==> config.mk <==
export PLATFORM = sky130hd
export DESIGN_NAME = envelope_frame_checker_core
export DESIGN_NICKNAME = d
export VERILOG_FILES = /design/src/efc_pkg.sv /design/src/efc_front.sv /design/src/efc_queue.sv /design/src/efc_back.sv /design/src/envelope_frame_checker_core.sv
export VERILOG_INCLUDE_DIRS = /design/src /design/src/src
export SDC_FILE = /design/constraint.sdc
export NUM_CORES = 1
export LEC_CHECK = 0
export BUFFER_PORTS_ARGS = -buffer_cell sky130_fd_sc_hd__buf_2
export CAP_MARGIN = 0
export CORE_UTILIZATION = 53
export CTS_CLUSTER_DIAMETER = 30
export CTS_CLUSTER_SIZE = 25
export DETAILED_ROUTE_END_ITERATION = 10
export GPL_TIMING_DRIVEN = 0
export PLACE_DENSITY = 0.84
export SLEW_MARGIN = 20
export SYNTH_ARGS = -nofsm -noshare
export SYNTH_HDL_FRONTEND = slang
export SYNTH_SLANG_ARGS = --single-unit
==> constraint.sdc <==
create_clock -name clk -period 7.8 [get_ports clk]
set_clock_uncertainty 0.2 [all_clocks]
set_input_delay 1.17 -clock clk [delete_from_list [all_inputs] [get_ports clk]]
set_output_delay 1.17 -clock clk [all_outputs]
set_load 0.1 [all_outputs]
==> src/assert_macros.svh <==
// assertion helpers shared by the rtl files
`ifndef ASSERT_MACROS_SVH
`define ASSERT_MACROS_SVH

// property must hold at every clock edge outside reset
`define EFC_ASSERT(lbl, prop, msg) \
	lbl: assert property (@(posedge clk) disable iff (!arst_n) prop) else $error(msg);

// condition must never be seen outside reset
`define EFC_NEVER(lbl, expr, msg) \
	lbl: assert property (@(posedge clk) disable iff (!arst_n) !(expr)) else $error(msg);

`endif

==> src/efc_pkg.sv <==
`default_nettype none
package efc_pkg;

	localparam int HDR_LEN     = 6;
	localparam int OVERHEAD    = 8;
	localparam int QUEUE_DEPTH = 2;
	localparam logic [15:0] CRC_INIT = 16'hFFFF;
	localparam logic [15:0] CRC_POLY = 16'h1021;
	localparam logic [3:0]  NIBBLE_MASK = 4'h F;

	typedef enum logic [2:0] {
		ST_OK      = 3'd0,
		ST_SHORT   = 3'd1,
		ST_LONG    = 3'd2,
		ST_CRC     = 3'd3,
		ST_LENGTH  = 3'd4,
		ST_VERSION = 3'd5,
		ST_TYPE    = 3'd6
	} status_t;

	typedef struct packed {
		logic [7:0] data_byte;
		logic       end_of_frame;
	} in_t;

	typedef struct packed {
		logic       item_kind;
		logic [7:0] payload_byte;
		logic [2:0] status;
		logic [3:0] frame_version;
		logic [3:0] msg_type;
		logic [7:0] source;
		logic [7:0] dest;
		logic [7:0] language;
		logic [7:0] sequence_res;
		logic [7:0] payload_length;
		logic       final_item;
	} out_t;

	// one queue entry: the results caused by one input beat
	typedef struct packed {
		logic       has_payload;
		logic [7:0] payload_byte;
		logic       has_status;
		status_t    status;
		logic [3:0] frame_version;
		logic [3:0] msg_type;
		logic [7:0] source;
		logic [7:0] dest;
		logic [7:0] language;
		logic [7:0] sequence_res;
		logic [7:0] payload_length;
	} entry_t;

	typedef struct packed {
		logic head_valid;
		logic full;
	} q_stat_t;

	// bytewise crc-16/ccitt-false update, msb first
	function automatic logic [15:0] crc_update(input logic [15:0] crc, input logic [7:0] b);
		logic [15:0] c;
		c = crc ^ {b, 8'h00};
		for (int i = 0; i < 8; i++) begin
			if (c[15]) begin
				c = {c[14:0], 1'b0} ^ CRC_POLY;
			end else begin
				c = {c[14:0], 1'b0};
			end
		end
		return c;
	endfunction

endpackage
`default_nettype wire

==> src/efc_front.sv <==
`default_nettype none
module efc_front #(
	parameter int MAX_FRAME = 255
) (
	input  wire logic           clk,
	input  wire logic           arst_n,
	input  wire logic           in_valid,
	input  wire efc_pkg::in_t   in_data,
	output logic                in_stall,
	input  wire logic [3:0]     expected_version,
	input  wire logic [3:0]     highest_type,
	input  wire efc_pkg::q_stat_t qstat,
	output logic                push,
	output efc_pkg::entry_t     push_entry
);

	localparam int CntW = $clog2(MAX_FRAME + 2);
	localparam logic [CntW-1:0] CntSat = CntW'(MAX_FRAME + 1);
	localparam logic [CntW-1:0] CntMax = CntW'(MAX_FRAME);

	logic [CntW-1:0] count_q;
	logic [15:0]     crc_q;
	logic [7:0]      dly0_q;
	logic [7:0]      dly1_q;
	logic [7:0]      hdr_q [efc_pkg::HDR_LEN];

	logic            accept;
	logic            has_payload;
	logic [CntW-1:0] count_next;
	logic [15:0]     crc_cur;
	logic [15:0]     want;
	efc_pkg::status_t st;

	assign in_stall = qstat.full;
	assign accept   = in_valid && !qstat.full;

	always_comb begin
		has_payload = count_q >= CntW'(efc_pkg::OVERHEAD);
		count_next  = (count_q < CntSat) ? count_q + CntW'(1) : count_q;
		crc_cur     = (count_q >= CntW'(2)) ? efc_pkg::crc_update(crc_q, dly0_q) : crc_q;
		want        = {dly1_q, in_data.data_byte};

		// first error wins
		priority if (count_next < CntW'(efc_pkg::OVERHEAD)) begin
			st = efc_pkg::ST_SHORT;
		end else if (count_next > CntMax) begin
			st = efc_pkg::ST_LONG;
		end else if (crc_cur != want) begin
			st = efc_pkg::ST_CRC;
		end else if (10'(hdr_q[5]) + 10'(efc_pkg::OVERHEAD) != 10'(count_next)) begin
			st = efc_pkg::ST_LENGTH;
		end else if (hdr_q[0][7:4] != expected_version) begin
			st = efc_pkg::ST_VERSION;
		end else if ((hdr_q[0][3:0] & efc_pkg::NIBBLE_MASK) > highest_type) begin
			st = efc_pkg::ST_TYPE;
		end else begin
			st = efc_pkg::ST_OK;
		end

		push                     = accept && (has_payload || in_data.end_of_frame);
		push_entry               = '0;
		push_entry.has_payload   = has_payload;
		push_entry.payload_byte  = has_payload ? dly0_q : 8'h00;
		push_entry.has_status    = in_data.end_of_frame;
		push_entry.status        = in_data.end_of_frame ? st : efc_pkg::ST_OK;
		if (in_data.end_of_frame && st == efc_pkg::ST_OK) begin
			push_entry.frame_version  = hdr_q[0][7:4];
			push_entry.msg_type       = hdr_q[0][3:0];
			push_entry.source         = hdr_q[1];
			push_entry.dest           = hdr_q[2];
			push_entry.language       = hdr_q[3];
			push_entry.sequence_res   = hdr_q[4];
			push_entry.payload_length = hdr_q[5];
		end
	end

	always_ff @(posedge clk or negedge arst_n) begin
		if (!arst_n) begin
			count_q <= '0;
			crc_q   <= efc_pkg::CRC_INIT;
			dly0_q  <= '0;
			dly1_q  <= '0;
			for (int i = 0; i < efc_pkg::HDR_LEN; i++) begin
				hdr_q[i] <= '0;
			end
		end else if (accept) begin
			if (in_data.end_of_frame) begin
				count_q <= '0;
				crc_q   <= efc_pkg::CRC_INIT;
				dly0_q  <= '0;
				dly1_q  <= '0;
				for (int i = 0; i < efc_pkg::HDR_LEN; i++) begin
					hdr_q[i] <= '0;
				end
			end else begin
				count_q <= count_next;
				crc_q   <= crc_cur;
				dly0_q  <= dly1_q;
				dly1_q  <= in_data.data_byte;
				for (int i = 0; i < efc_pkg::HDR_LEN; i++) begin
					if (count_q == CntW'(i)) begin
						hdr_q[i] <= in_data.data_byte;
					end
				end
			end
		end
	end

endmodule
`default_nettype wire

==> src/efc_queue.sv <==
`default_nettype none
module efc_queue (
	input  wire logic             clk,
	input  wire logic             arst_n,
	input  wire logic             push,
	input  wire efc_pkg::entry_t  push_entry,
	input  wire logic             pop,
	output efc_pkg::entry_t       head,
	output efc_pkg::q_stat_t      qstat
);

	`include "assert_macros.svh"

	localparam int Depth = efc_pkg::QUEUE_DEPTH;
	localparam int PtrW  = (Depth > 1) ? $clog2(Depth) : 1;
	localparam int CntW  = $clog2(Depth + 1);

	efc_pkg::entry_t mem_q [Depth];
	logic [PtrW-1:0] wr_ptr_q;
	logic [PtrW-1:0] rd_ptr_q;
	logic [CntW-1:0] count_q;

	assign head             = mem_q[rd_ptr_q];
	assign qstat.head_valid = count_q != '0;
	assign qstat.full       = count_q == CntW'(Depth);

	always_ff @(posedge clk) begin
		if (push) begin
			mem_q[wr_ptr_q] <= push_entry;
		end
	end

	always_ff @(posedge clk or negedge arst_n) begin
		if (!arst_n) begin
			wr_ptr_q <= '0;
			rd_ptr_q <= '0;
			count_q  <= '0;
		end else begin
			if (push) begin
				wr_ptr_q <= (wr_ptr_q == PtrW'(Depth - 1)) ? '0 : wr_ptr_q + PtrW'(1);
			end
			if (pop) begin
				rd_ptr_q <= (rd_ptr_q == PtrW'(Depth - 1)) ? '0 : rd_ptr_q + PtrW'(1);
			end
			unique case ({push, pop})
				2'b10:   count_q <= count_q + CntW'(1);
				2'b01:   count_q <= count_q - CntW'(1);
				default: count_q <= count_q;
			endcase
		end
	end

	`EFC_NEVER(a_push_full, push && qstat.full && !pop, "push into full queue")
	`EFC_ASSERT(a_count_range, count_q <= CntW'(Depth), "queue count beyond depth")

endmodule
`default_nettype wire

==> src/efc_back.sv <==
`default_nettype none
module efc_back (
	input  wire logic             clk,
	input  wire logic             arst_n,
	input  wire efc_pkg::entry_t  head,
	input  wire efc_pkg::q_stat_t qstat,
	output logic                  pop,
	output logic                  out_valid,
	input  wire logic             out_stall,
	output efc_pkg::out_t         out_data
);

	`include "assert_macros.svh"

	logic           out_valid_q;
	efc_pkg::out_t  out_q;
	logic           phase_q;   // payload of head already sent, status pending
	logic           load;
	logic           send_payload;
	efc_pkg::out_t  beat;

	always_comb begin
		send_payload = head.has_payload && !phase_q;
		load         = qstat.head_valid && (!out_valid_q || !out_stall);
		pop          = load && !(send_payload && head.has_status);
		beat         = '0;
		if (send_payload) begin
			beat.payload_byte = head.payload_byte;
		end else begin
			beat.item_kind      = 1'b1;
			beat.status         = head.status;
			beat.frame_version  = head.frame_version;
			beat.msg_type       = head.msg_type;
			beat.source         = head.source;
			beat.dest           = head.dest;
			beat.language       = head.language;
			beat.sequence_res   = head.sequence_res;
			beat.payload_length = head.payload_length;
			beat.final_item     = 1'b1;
		end
	end

	always_ff @(posedge clk) begin
		if (load) begin
			out_q <= beat;
		end
	end

	always_ff @(posedge clk or negedge arst_n) begin
		if (!arst_n) begin
			out_valid_q <= 1'b0;
			phase_q     <= 1'b0;
		end else begin
			if (load) begin
				out_valid_q <= 1'b1;
				phase_q     <= !pop;
			end else if (!out_stall) begin
				out_valid_q <= 1'b0;
			end
		end
	end

	assign out_valid = out_valid_q;
	assign out_data  = out_q;

	`EFC_ASSERT(a_pop_has_head, pop |-> qstat.head_valid, "pop from empty queue")
	`EFC_ASSERT(a_phase_pending, phase_q |-> qstat.head_valid && head.has_status, "status lost after payload")
	`EFC_ASSERT(a_err_no_hdr, out_valid_q && out_q.item_kind && out_q.status != efc_pkg::ST_OK |-> out_q.source == 8'h00 && out_q.payload_length == 8'h00, "header leaked on error")

endmodule
`default_nettype wire

==> src/envelope_frame_checker_core.sv <==
`default_nettype none
// channel | direction | handshake           | beat
// in      | input     | in_valid / in_stall   | in_data : one frame byte plus end flag
// out     | output    | out_valid / out_stall | out_data: payload byte or frame status
// cfg     | input     | apb psel/penable      | expected_version, highest_type
//
// one byte a cycle sustained while out_stall stays low: the front does the crc byte update,
// counter and header capture in the same cycle, the back sends one beat a cycle from the queue
// a byte that ends a frame with payload gives two beats, its payload beat then its status beat
// an accepted byte's entry is registered in the queue, then its beat in the output register
// reset clears the frame state, the queue pointers and the output valid flag; registers
// go to expected_version 1, highest_type 15
// in_stall rises only when the two-entry queue is full; out_stall holds the beat
module envelope_frame_checker_core #(
	parameter int MAX_FRAME = 255
) (
	input  wire logic          clk,
	input  wire logic          arst_n,
	// byte input
	input  wire logic          in_valid,
	input  wire efc_pkg::in_t  in_data,
	output logic               in_stall,
	// result output
	output logic               out_valid,
	input  wire logic          out_stall,
	output efc_pkg::out_t      out_data,
	// configuration
	input  wire logic          psel,
	input  wire logic          penable,
	input  wire logic          pwrite,
	input  wire logic [2:0]    paddr,
	input  wire logic [31:0]   pwdata,
	output logic [31:0]        prdata,
	output logic               pready
);

	// register index is the word address
	localparam logic REG_EXPECTED_VERSION = 1'b0;
	localparam logic REG_HIGHEST_TYPE     = 1'b1;

	logic [3:0] expected_version_q;
	logic [3:0] highest_type_q;
	logic       cfg_write;

	logic             push;
	logic             pop;
	efc_pkg::entry_t  push_entry;
	efc_pkg::entry_t  head;
	efc_pkg::q_stat_t qstat;

	assign pready    = 1'b1;
	assign cfg_write = psel && penable && pwrite && pready;

	// registers, upper data bits dropped
	always_ff @(posedge clk or negedge arst_n) begin
		if (!arst_n) begin
			expected_version_q <= 4'd1;
			highest_type_q     <= 4'd15;
		end else if (cfg_write) begin
			unique case (paddr[2])
				REG_EXPECTED_VERSION: expected_version_q <= pwdata[3:0];
				REG_HIGHEST_TYPE:     highest_type_q     <= pwdata[3:0];
				default:              ;
			endcase
		end
	end

	always_comb begin
		unique case (paddr[2])
			REG_EXPECTED_VERSION: prdata = {28'd0, expected_version_q};
			REG_HIGHEST_TYPE:     prdata = {28'd0, highest_type_q};
			default:              prdata = '0;
		endcase
	end

	// front: count, delay line, crc and status decision
	efc_front #(
		.MAX_FRAME(MAX_FRAME)
	) u_front (
		.clk              (clk),
		.arst_n           (arst_n),
		.in_valid         (in_valid),
		.in_data          (in_data),
		.in_stall         (in_stall),
		.expected_version (expected_version_q),
		.highest_type     (highest_type_q),
		.qstat            (qstat),
		.push             (push),
		.push_entry       (push_entry)
	);

	// short queue decoupling front and back
	efc_queue u_queue (
		.clk        (clk),
		.arst_n     (arst_n),
		.push       (push),
		.push_entry (push_entry),
		.pop        (pop),
		.head       (head),
		.qstat      (qstat)
	);

	// back: splits entries into beats behind an output register
	efc_back u_back (
		.clk       (clk),
		.arst_n    (arst_n),
		.head      (head),
		.qstat     (qstat),
		.pop       (pop),
		.out_valid (out_valid),
		.out_stall (out_stall),
		.out_data  (out_data)
	);

endmodule
`default_nettype wire
-- Word level (Yosys, flattened, before mapping)
Memory sizes are Yosys's and may differ from the RTL's.
Index checks and enable logic that the tools add are counted.
- bits in registers: 164
- RAM bits: 122
- bits of input ports: 51
- output and inout bits: 96
- word-level logic and storage cells: 138
- memories kept: 1
- add/sub/neg operators: 6
- magnitude comparators: 6
- equal/unequal tests: 12
- mux-type cells: 40
- bitwise gates (word level): 10
- reductions and logical operators: 35
- memories (memory ; depth ; width ; read ports ; clocked after Yosys merged registers in ; wr ports ; RTL line ; RTL):
    u_queue.mem_q ; 2 ; 61 ; 1 ; 0 ; 1 ; efc_queue.sv:18 ; efc_pkg::entry_t mem_q [Depth];
- operators by type and width (kind ; number):
    $mux W13 ; 8
    $mux W48 ; 2
    $mux W8 ; 9
    $pmux W32 S2 ; 1
    $mux W16 ; 2
    $not A3 Y3 ; 8
    $mux W3 ; 7
    $eq A9 B2 Y1 const B ; 2
    $eq A9 B3 Y1 const B ; 2
    $mux W9 ; 2
    $ne A16 B16 Y1 ; 1
    $reduce_and A2 Y1 ; 8
    $reduce_bool A2 Y1 ; 8
    $xor A16 B16 Y16 ; 1
    $ne A10 B9 Y1 ; 1
    $add A8 B4 Y9 const B ; 1
    $add A9 B1 Y9 const B ; 1
    $eq A9 B1 Y1 const B ; 1
    $ge A9 B2 Y1 const B ; 1
    $ge A9 B4 Y1 const B ; 1
    $gt A9 B8 Y1 const B ; 1
    $logic_and A1 B1 Y1 ; 9
    $logic_not A9 Y1 ; 1
    $lt A9 B4 Y1 const B ; 1
    other kinds (15) ; 30

-- Longest topological paths before layout
Gate-level depths: netlist of run 1.
- depth in word-level cells: 25
- depth in mapped cells: 13
- depth with buffers taken out: 9

-- Hierarchy
A second synthesis of run 1 with hierarchy kept.
- cells, all modules: 1058
- area total of the unflattened synthesis: 13832.0 um^2
- modules (own cells, without submodules) (module ; instances ; cells an instance ; area each (um^2) ; seq. area each (um^2)):
    efc_front ; 1 ; 665 ; 5967.0 ; 2247.2
    efc_queue ; 1 ; 206 ; 4889.7 ; 3763.6
    efc_back ; 1 ; 134 ; 2372.3 ; 1851.8
    envelope_frame_checker_core ; 1 ; 53 ; 603.1 ; 206.4

-- Worst setup path before layout of run 1
No wires, ideal clock.
- path kind: in2reg
- start: input out_stall
- end: register u_queue.count_q[1]
- setup time: 0.079 ns
- data arrival time: 5.547 ns
- required time: 7.521 ns
- slack: 1.974 ns
- cell stages on the path: 6
- cells stage by stage: a21oi_1 o21ai_0 inv_1 ha_1 nor2_1 xor2_1
- word-level cells in the longest chain between the ends: 6
- RTL lines (item ; RTL line ; RTL):
    from (decl) ; envelope_frame_checker_core.sv:25 ; input wire logic out_stall,
    $logic_not A1 Y1 (*) ; efc_back.sv:24 ; load = qstat.head_valid && (!out_valid_q || !out_stall);
    $logic_or A1 B1 Y1 (*) ; efc_back.sv:24 ;
    $logic_and A1 B1 Y1 (*) ; efc_back.sv:24 ;
    $logic_and A1 B1 Y1 (*) ; efc_back.sv:25 ; pop = load && !(send_payload && head.has_status);
    net pop ; envelope_frame_checker_core.sv:46 ; logic pop;
    $eq A2 B1 Y1 / $eq A2 B2 Y1 (equally long branches) ; efc_queue.sv:45 ; unique case ({push, pop})
    $pmux W2 S2 / $reduce_bool A2 Y1 (equally long branches) ; n/a ;
    to (signal assigned) ; efc_queue.sv:46 ; 2'b10: count_q <= count_q + CntW'(1);
    to (signal assigned) ; efc_queue.sv:47 ; 2'b01: count_q <= count_q - CntW'(1);
    to (signal assigned) ; efc_queue.sv:48 ; default: count_q <= count_q;
    to (decl) ; efc_queue.sv:21 ; logic [CntW-1:0] count_q;
The timed path passes the listed nets; every way through them passes the cells marked *.
A chain may end at the register's enable or synchronous reset.

==> results.cfg, run 1 <==
[routing]
drc_errors = 0
routed_wl_um = 31300
vias = 9271
ant_nets = 0
post_drt_wl_per_cell_um = 19.4
viasPerCell = 5.73
first_pass_iters = 6
drtIter0Drc = 866

[yosys]
synth-main-ff-cell = edfxtp_1
synth.distinct_cells = 65
yosys-top-cells-area = edfxtp_1 (41%), dfrtp_1 (15%), mux2i_1 (5.4%), dfstp_2 (4.2%), nand2_1 (3.8%)
ys.warnings.count = 0
yosys_register_bits = 285
synth_area_leader_cell = edfxtp_1
synth_cells = 1089
synth.most_common_cell = edfxtp_1
synth.avg_cell_area_um2 = 12.2
synth_edf_count = 182
async_flop_share_pct = 36.1
synth_top_cell_area_share_pct = 41.2
ys_seq_area_share_pct = 60.9
synthesis.area_mm2 = 0.0133
ys_top_cells_by_count = edfxtp_1 (182), nand2_1 (135), nor2_1 (91)

[clock_network]
root_buffer = clkbuf_16
h-tree-depth = 2
cts_sinks = 285
cts_tree = done
clock_latency_ns = 0.56
post_cts_resized = 0
clock_path_buffers = 3
cts_setup_buffers = 0
path_clk_slew_ns = 0.06
cts_hold_buf = 0
cts-buffers-inserted = 50

[power]
comb_power_share_pct = 41.1
p_sw_uw = 3380
design_power_total_uw = 7750
seqPwrFrac_pct = 31.4
vdd_ir_drop_max_mv = 0.381
power_leakage_uw = 0.00646
clkPwrFrac_pct = 27.5
power.internal_uw = 4370
swShare_pct = 43.6
power_density_mw_per_mm2 = 483

[sta]
fin_crit_sh_pct = 52.7
slew_viol_final = 0
finalCriticalPeriod_ns = 4.11
relSlewSlack_pct = 37.6
setup_violations = 0
max_freq_ghz = 0.243
tns_ns = 0
worstMarginPinSlew_ns = 0.927
hold_viol = 0
rsz0062_at_grt = no
fin_ws_ns = 3.69

[worst_setup_path]
crit_type = register to register
reg2regPathDepth = 11
crit_arrival_ns = 4.18
required_ns = 7.87
start_kind = register
path_max_fanout = 10
crit_path_end_kind = register

[grt]
grt_pass1_wl_um = 49100
overflow = 0
grt_use_total_pct = 24.5
grt_start_max_net_pins = 80
grt_pass1_vias = 9165
antenna_found_initial = 0

[floorplan]
core_mm2 = 0.0244
ios = 147
start_util_pct = 54.4
row_count = 57
die-area_mm2 = 0.0256
die_y_um = 160
die_w_um = 160

[run_status]
status = finished clean

[layout]
nets = 1315
area_growth_pct = 21.1
final_layout_size_suffix_gt1_share_pct = 21.0
antenna_cells = 0

[worst_hold_path]
holdCritPathClass = primary input to async pin

[run]
drv_cap = 0

[placed_design]
hpwl_um = 20600
io_buffers = 79
place_congestion = 0.900
dp_slack_ns = 3.91
cell type report:
cell class              count  area [µm²]
plain buffers             107         559
multi-input cells         703        4680
repair buffers             86         587
flip-flops and latches    285        8070
clock buffers              59        1340
clock inverters            33         347
well taps                 324         405
inverters                  21        78.8
fillers                  1667        8330
cell usage in the layout (no fill, tap or decap), types with 41 or more instances in the layout:
cell         n
clkbuf_1    66
edfxtp_1   182
nand2_1    135
a22oi_1     41
o21ai_0     54
mux2i_1     71
nor2_1      89
dfrtp_1     82
buf_2       84
clkbuf_16   51
per-stage QoR:
step,area (µm²),std cells,util (%),hold WS [ns]
6_report,16100,1618,65.8,0.286
5_1_grt,16100,1618,65.8,0.303
4_1_cts,16100,1618,65.8,0.292
3_5_place_dp,14400,1526,58.9,0.289
3_3_place_gp,14200,1519,58.0,0.269
2_1_floorplan,13400,1116,-,0.265
flip-flops by register name, indices dropped and copies added (netlist names), 4 cells and up:
name,cells
expected_version_q,4
highest_type_q,4
u_back.out_data,60
u_front.count_q,9
u_front.crc_q,16
u_front.dly0_q,8
u_front.dly1_q,8
u_front.hdr_q,48
u_queue.mem_q,122
critical path, cell delays in order (launching register included):
cell and delay [ns]:
dfrtp_1 0.50, ha_1 0.20, clkbuf_1 0.33, nand4b_2 0.31, nor2_1 0.23, mux2i_1 0.11, xor2_1 0.18, nor4_2 0.56
buf_4 0.27, clkbuf_1 0.33, nand2_1 0.12, nor4_1 0.48
worst paths after layout:
path                                                startpoint                             end  slack [ns]
worst max register to register  u_front.count_q[0]$_DFFE_PN0P_  u_queue.mem_q[1][36]$_DFFE_PP_        3.69
worst min-delay path                                    arst_n   u_front.dly0_q[2]$_DFFE_PN0P_        0.29
max in group asynchronous                               arst_n    u_front.crc_q[7]$_DFFE_PN1P_        6.43
min in group clk                    u_back.phase_q$_DFFE_PN0P_      u_back.phase_q$_DFFE_PN0P_        0.31
worst max-delay path            u_front.count_q[0]$_DFFE_PN0P_  u_queue.mem_q[1][36]$_DFFE_PP_        3.69
worst min register to register      u_back.phase_q$_DFFE_PN0P_      u_back.phase_q$_DFFE_PN0P_        0.31
power by group through the flow:
| stage | registers, µW | clock network [µW] | logic, µW |
|---|---|---|---|
| after detailed placement | 2440 | 0 | 3140 |
| after global routing | 2470 | 2210 | 3360 |
| after CTS | 2420 | 2150 | 3180 |
| final | 2430 | 2130 | 3180 |
| after global placement | 2440 | 0 | 3030 |
| after floorplan | 3460 | 0 | 1520 |
per-layer routing:
layer | global-route usage, % | up-vias | routed length, µm
li1 | - | 4238 | -
met1 | 30.9 | 4464 | 12300
met2 | 41.0 | 476 | 15200
met3 | 4.99 | 93 | 2710
met4 | 10.8 | 0 | 1090
met5 | 0 | - | 0
cell families (layout without fill, tap and decap cells):
kind of cell               Yosys count  in the layout  share of synthesized area [%]
buffers and inverters              128            306                           4.81
muxes                               83             83                           6.38
adders and majority gates           10             10                          0.944
and+or+nand+nor                    338            338                           12.6
DFF                                285            285                           60.9
xor gates and xnor gates            72             72                           5.50
AOI/OAI and AO/OA                  171            171                           8.83
other                                2             29                         0.0567
(Power assumes the default switching activity.)
==> run 2, diff against run 1 <==
--- a/config.mk
+++ b/config.mk
@@ -13,7 +13,7 @@
 export CTS_CLUSTER_SIZE = 25
 export DETAILED_ROUTE_END_ITERATION = 10
 export GPL_TIMING_DRIVEN = 0
-export PLACE_DENSITY = 0.84
+export PLACE_DENSITY = 0.87
 export SLEW_MARGIN = 20
 export SYNTH_ARGS = -nofsm -noshare
 export SYNTH_HDL_FRONTEND = slang
==> constraint.sdc (replaced) <==
create_clock -name clk -period 3.7 [get_ports clk]
set_clock_uncertainty 0.2 [all_clocks]
set_input_delay 0.555 -clock clk [delete_from_list [all_inputs] [get_ports clk]]
set_output_delay 0.555 -clock clk [all_outputs]
set_load 0.1 [all_outputs]
==> run 2 against run 1 <==
  * Power grew 110%
  * Wire length is 4.7% higher
  * Maximum frequency increased by 8.8%
  * Worst setup slack worse by 3.8 ns
  * Flip-flop and latch count unchanged
  * The flow now finishes with violations (setup timing)
  * Clock power up 110%
  * Cell area is 0.64% higher
  * Utilization is 0.42 points higher
  * First-iteration DRC count up 10%
==> results.cfg, run 2 (synthesis results as in run 1) <==
[worst_setup_path]
required_ns = 3.77
critPathBufInv = 4
path_cells = inv_1 > ha_1 > nor2_1 > nand3_2 > buf_6 > mux2i_1 > xor2_1 > nand4_1 > or2_1 > clkbuf_1 > clkbuf_1 > nor4_1
start_kind = register
slowest_stage = nor4_1
crit_type = register to register
crit_path_end_kind = register
cpPeakStageDelay_ns = 0.63
path_max_fanout = 10
worst_path_most_repeated_cell = clkbuf_1
crit_arrival_ns = 3.85
critical-path-top-delay-family = simple AND/OR/NAND/NOR gates

[clock_network]
cts-buffers-inserted = 47
clock_latency_ns = 0.56
cts_tree = done
root_buffer = clkbuf_16
clock_path_buffers = 3
path_clk_slew_ns = 0.06
cts_sinks = 285
h-tree-depth = 2

[sta]
finalCriticalPeriod_ns = 3.78
rsz0062_at_grt = yes
relSlewSlack_pct = 40.2
fin_crit_sh_pct = 102
slew_viol_final = 0
max_freq_ghz = 0.265
setup_violations = 5
worstMarginPinSlew_ns = 0.897
holdWs_ns = 0.0638
hold_viol = 0
fin_ws_ns = -0.0775

[grt]
grt_pass1_wl_um = 49900
grt_use_total_pct = 25.0
antenna_found_initial = 0
overflow = 0
grt_pass1_vias = 9305
grt_start_max_net_pins = 79

[run]
drv_cap = 0

[power]
design_power_total_uw = 16300
vdd_ir_drop_max_mv = 0.829
power.internal_uw = 9080
comb_power_share_pct = 41.6
power_leakage_uw = 0.00645
p_sw_uw = 7220
swShare_pct = 44.3
power_density_mw_per_mm2 = 1010
clkPwrFrac_pct = 26.8
seqPwrFrac_pct = 31.6

[layout]
n_fill_cell = 1633
regMostFlops = u_queue.mem_q
regArea_mm2 = 0.00807
fin_util_pct = 66.3
largest_reg_flops = 122
multi_input_area_mm2 = 0.00486
final_layout_size_suffix_gt1_share_pct = 22.5
area_growth_pct = 21.9
finalInstanceArea_mm2 = 0.0162
final_cell_mix = edfxtp_1 (182), nand2_1 (135), nor2_1 (89)
final_common_cell = edfxtp_1
antenna_cells = 0
nets = 1312

[run_status]
violations = setup timing
status = finished, violations left

[placed_design]
io_buffers = 79
place_congestion = 0.944
hpwl_um = 20400
dp_slack_ns = -0.227
dpl_cell_area_mm2 = 0.0144

[routing]
drtIter0Drc = 956
drc_errors = 0
first_pass_iters = 6
post_drt_wl_per_cell_um = 20.3
viasPerCell = 5.91
vias = 9544
ant_nets = 0
routed_wl_um = 32800

[floorplan]
row_count = 57
start_util_pct = 54.4
ios = 147
die_w_um = 160
die-area_mm2 = 0.0256
core_mm2 = 0.0244
die_y_um = 160

[worst_hold_path]
holdCritPathClass = primary input to register
## run 2: cell count changes in the layout (fill, tap and decap cells not counted), moves of 3 or more
cell,previous run,this run
nor4_1,40,17
clkinv_2,7,4
nor4_4,1,5
clkinv_1,3,6
clkbuf_2,0,3
nor4_2,12,31
## run 2: cell type report
cell class                 instances  share of cell area [%]
multi-input combinational        703                    30.0
sequential                       285                    49.9
inverter                          21                   0.488
buffer                           106                    3.46
timing repair buffer              87                    3.60
clock inverter                    31                    2.13
clock buffer                      57                    7.83
tap                              324                    2.51
## run 2: power groups by stage
stage                     registers, µW  logic, µW  clock network (µW)
after floorplan                    7270       3210                   0
after global placement             5130       6370                   0
after detailed placement           5140       6620                   0
after CTS                          5120       6720                4360
after global routing               5230       7130                4540
final                              5160       6780                4370
## run 2: layer usage
metal / track usage, % / share of wire [%] / up-vias
met5: 0 / 0 / -
met4: 11.7 / 4.1 / 0
met3: 5.27 / 9.0 / 124
met2: 41.6 / 50 / 563
met1: 31.2 / 37 / 4624
li1: - / - / 4233
## run 2: path summary, 6_finish.rpt
| check | start | endpoint | slack [ns] | cells after the start |
|---|---|---|---|---|
| worst max-delay path | u_front.count_q[0]$_DFFE_PN0P_ | u_queue.mem_q[1][13]$_DFFE_PP_ | -0.08 | 12 |
| worst min-delay path | pwdata[0] | highest_type_q[0]$_DFFE_PN1P_ | 0.06 | 2 |
| worst max register to register | u_front.count_q[0]$_DFFE_PN0P_ | u_queue.mem_q[1][13]$_DFFE_PP_ | -0.08 | 12 |
| worst min register to register | u_front.hdr_q[27]$_DFFE_PN0P_ | u_front.hdr_q[27]$_DFFE_PN0P_ | 0.31 | 1 |
| max in group asynchronous | arst_n | u_front.crc_q[6]$_DFFE_PN1P_ | 2.37 | 3 |
| min in group asynchronous | arst_n | u_front.dly1_q[2]$_DFFE_PN0P_ | 0.25 | 2 |
## run 2: what timing repair did
action	CTS	global route
gates resized for setup	6	29
endpoints found under the setup margin	26	152
endpoints found under the hold margin	25	0
buffers inserted	0	0
hold buffers	1	0
## run 2: per-stage QoR
| stage | cells | TNS (ns) |
|---|---|---|
| after floorplan | 1116 | -106.85 |
| after detailed placement | 1526 | -2.11 |
| after global placement | 1519 | -299.09 |
| final | 1614 | -0.268 |
| after global routing | 1614 | -2.36 |
| after CTS | 1614 | 0 |
==> run 3, diff against run 2 <==
--- a/config.mk
+++ b/config.mk
@@ -6,6 +6,7 @@
 export SDC_FILE = /design/constraint.sdc
 export NUM_CORES = 1
 export LEC_CHECK = 0
+export ABC_AREA = 1
 export BUFFER_PORTS_ARGS = -buffer_cell sky130_fd_sc_hd__buf_2
 export CAP_MARGIN = 0
 export CORE_UTILIZATION = 53
==> run 3 against run 2 <==
  * Final cell count up 20%
  * Critical path depth up 6
  * Global-route usage down 0.15 points
  * Sequential power down 3%
  * Clock power up 14%
  * Critical path type unchanged
  * Maximum frequency up 8.2%
  * The run now ends clean
==> results.cfg, run 3 <==
[layout]
final_cell_mix = nand2_1 (517), inv_1 (185), edfxtp_1 (182)
area_growth_pct = 22.7
finalNonFillerCells = 1935
largest_reg_flops = 122
regMostFlops = u_queue.mem_q
finalInstanceArea_mm2 = 0.0160
final_common_cell = nand2_1
nets = 1628
final_layout_size_suffix_gt1_share_pct = 17.3
n_fill_cell = 1794
fin_util_pct = 66.0
antenna_cells = 0

[routing]
viasPerCell = 5.19
routed_wl_um = 30600
ant_nets = 0
post_drt_wl_per_cell_um = 15.8
vias = 10034
drc_errors = 0
drtIter0Drc = 963
first_pass_iters = 6

[worst_setup_path]
slowest_stage = dfrtp_1
crit_arrival_ns = 3.67
crit_type = register to register
path_cells = inv_1 > ha_1 > nor3_4 > nand2_2 > buf_6 > buf_6 > nand2_2 > nand3b_1 > nand2_1 > nand3_1 > nor2_1 > nand3_1 > nor2_2 > nand3_1 > nor2_2 > nand3_2 > buf_2 > nor2_2
cpPeakStageDelay_ns = 0.40
start_kind = register
crit_path_end_kind = register
required_ns = 3.88
path_max_fanout = 10

[placed_design]
io_buffers = 87
hpwl_um = 19800
dpl_cell_area_mm2 = 0.0141
dp_slack_ns = 0.0221
place_inst = 1836
place_congestion = 0.935

[clock_network]
cts-buffers-inserted = 52
cts_setup_buffers = 0
root_buffer = clkbuf_16
clock_latency_ns = 0.56
path_clk_slew_ns = 0.05
cts_sinks = 285
clock_path_buffers = 3
h-tree-depth = 2
cts_tree = done

[yosys]
ys_top_cells_by_count = nand2_1 (517), inv_1 (186), edfxtp_1 (182)
synth_cells = 1393
synth-main-ff-cell = edfxtp_1
ys_seq_area_share_pct = 61.9
synthesis.area_mm2 = 0.0130
synth.most_common_cell = nand2_1
ys.warnings.count = 0
synth.distinct_cells = 34
synth.avg_cell_area_um2 = 9.36
synth_top_cell_area_share_pct = 41.9
yosys_register_bits = 285
async_flop_share_pct = 36.1
yosys-top-cells-area = edfxtp_1 (42%), dfrtp_1 (16%), nand2_1 (15%), inv_1 (5.4%), dfstp_2 (4.2%)
synth_area_leader_cell = edfxtp_1
synth_edf_count = 182

[floorplan]
die_w_um = 159
start_util_pct = 53.8
core_mm2 = 0.0242
row_count = 57
die_y_um = 159
die-area_mm2 = 0.0252
ios = 147

[power]
power_leakage_uw = 0.00754
vdd_ir_drop_max_mv = 0.681
power_density_mw_per_mm2 = 1050

[run_status]
status = finished clean

[sta]
setup_violations = 0
hold_viol = 0
rsz0062_at_grt = no
slew_viol_final = 0
worstMarginPinSlew_ns = 0.907
relSlewSlack_pct = 38.9
max_freq_ghz = 0.286
fin_ws_ns = 0.209
fin_crit_sh_pct = 94.4
finalCriticalPeriod_ns = 3.49

[run]
drv_cap = 0

[grt]
grt_pass1_vias = 9920
grt_use_total_pct = 24.8
overflow = 0
grt_pass1_wl_um = 49100
antenna_found_initial = 0
grt_start_max_net_pins = 82

[worst_hold_path]
holdCritPathClass = primary input to register
-- run 3: worst paths after layout --
kind                                                     start                              to  slack [ns]  cells after the start
worst max-delay path            u_front.count_q[0]$_DFFE_PN0P_  u_queue.mem_q[0][23]$_DFFE_PP_        0.21                     18
worst min-delay path                                 pwdata[2]   highest_type_q[2]$_DFFE_PN1P_        0.03                      3
worst max register to register  u_front.count_q[0]$_DFFE_PN0P_  u_queue.mem_q[0][23]$_DFFE_PP_        0.21                     18
worst min register to register    u_front.hdr_q[7]$_DFFE_PN0P_    u_front.hdr_q[7]$_DFFE_PN0P_        0.29                      2
max in group asynchronous                               arst_n   highest_type_q[2]$_DFFE_PN1P_        2.37                      3
min in group asynchronous                               arst_n   u_front.hdr_q[17]$_DFFE_PN0P_        0.23                      2
-- run 3: what timing repair did --
item	4_1_cts	5_1_grt
endpoints found under the setup margin	0	90
endpoints found under the hold margin	22	0
hold buffers	1	0
resized for setup	0	5
-- run 3: metal layers --
layer	share of wire (%)	track usage, %	vias up	wire [µm]
met5	0	0	-	0
met4	4.6	13.2	0	1420
met3	7.0	4.96	111	2140
met2	50	42.4	440	15200
met1	39	29.6	4712	11800
li1	-	-	4771	-
-- run 3: where the power goes --
group | total, µW | switching [µW] | leakage, µW | internal [µW]
Clock | 4960 | 1680 | 0.000882 | 3280
Sequential | 5000 | 443 | 0.00306 | 4560
Combinational | 6830 | 5470 | 0.00360 | 1360
-- run 3: cells by family after synthesis --
family | count (synthesis) | synth area share [%]
simple gates | 680 | 21.4
compound gates | 137 | 5.78
fa+ha+maj | 10 | 0.960
buf+inv | 266 | 9.01
flops | 285 | 61.9
other cells | 2 | 0.0576
xor+xnor | 13 | 0.873
-- run 3: cell type report --
cell class	count	area (µm²)	area share (%)
buffer	74	454	2.84
multi-input combinational	869	3930	24.5
tap	324	405	2.53
clock buffer	62	1360	8.49
clock inverter	36	499	3.12
timing repair buffer	93	559	3.50
inverter	192	723	4.52
sequential	285	8070	50.4
-- run 3: critical path, delay by kind of cell (launching register included) --
kind	cells	cell delay, ns
DFF	1	0.40
and+or+nand+nor	13	1.77
buffers and inverters	4	0.68
adders and majority gates	1	0.27
-- run 3: metrics by stage --
step           total power (µW)  TNS, ns  hold WS, ns
3_3_place_gp              11600  -343.10        0.266
2_1_floorplan             10400   -98.35       0.0594
5_1_grt                   17600        0       0.0668
6_report                  16800        0       0.0314
3_5_place_dp              11700        0        0.231
4_1_cts                   16800        0       0.0274
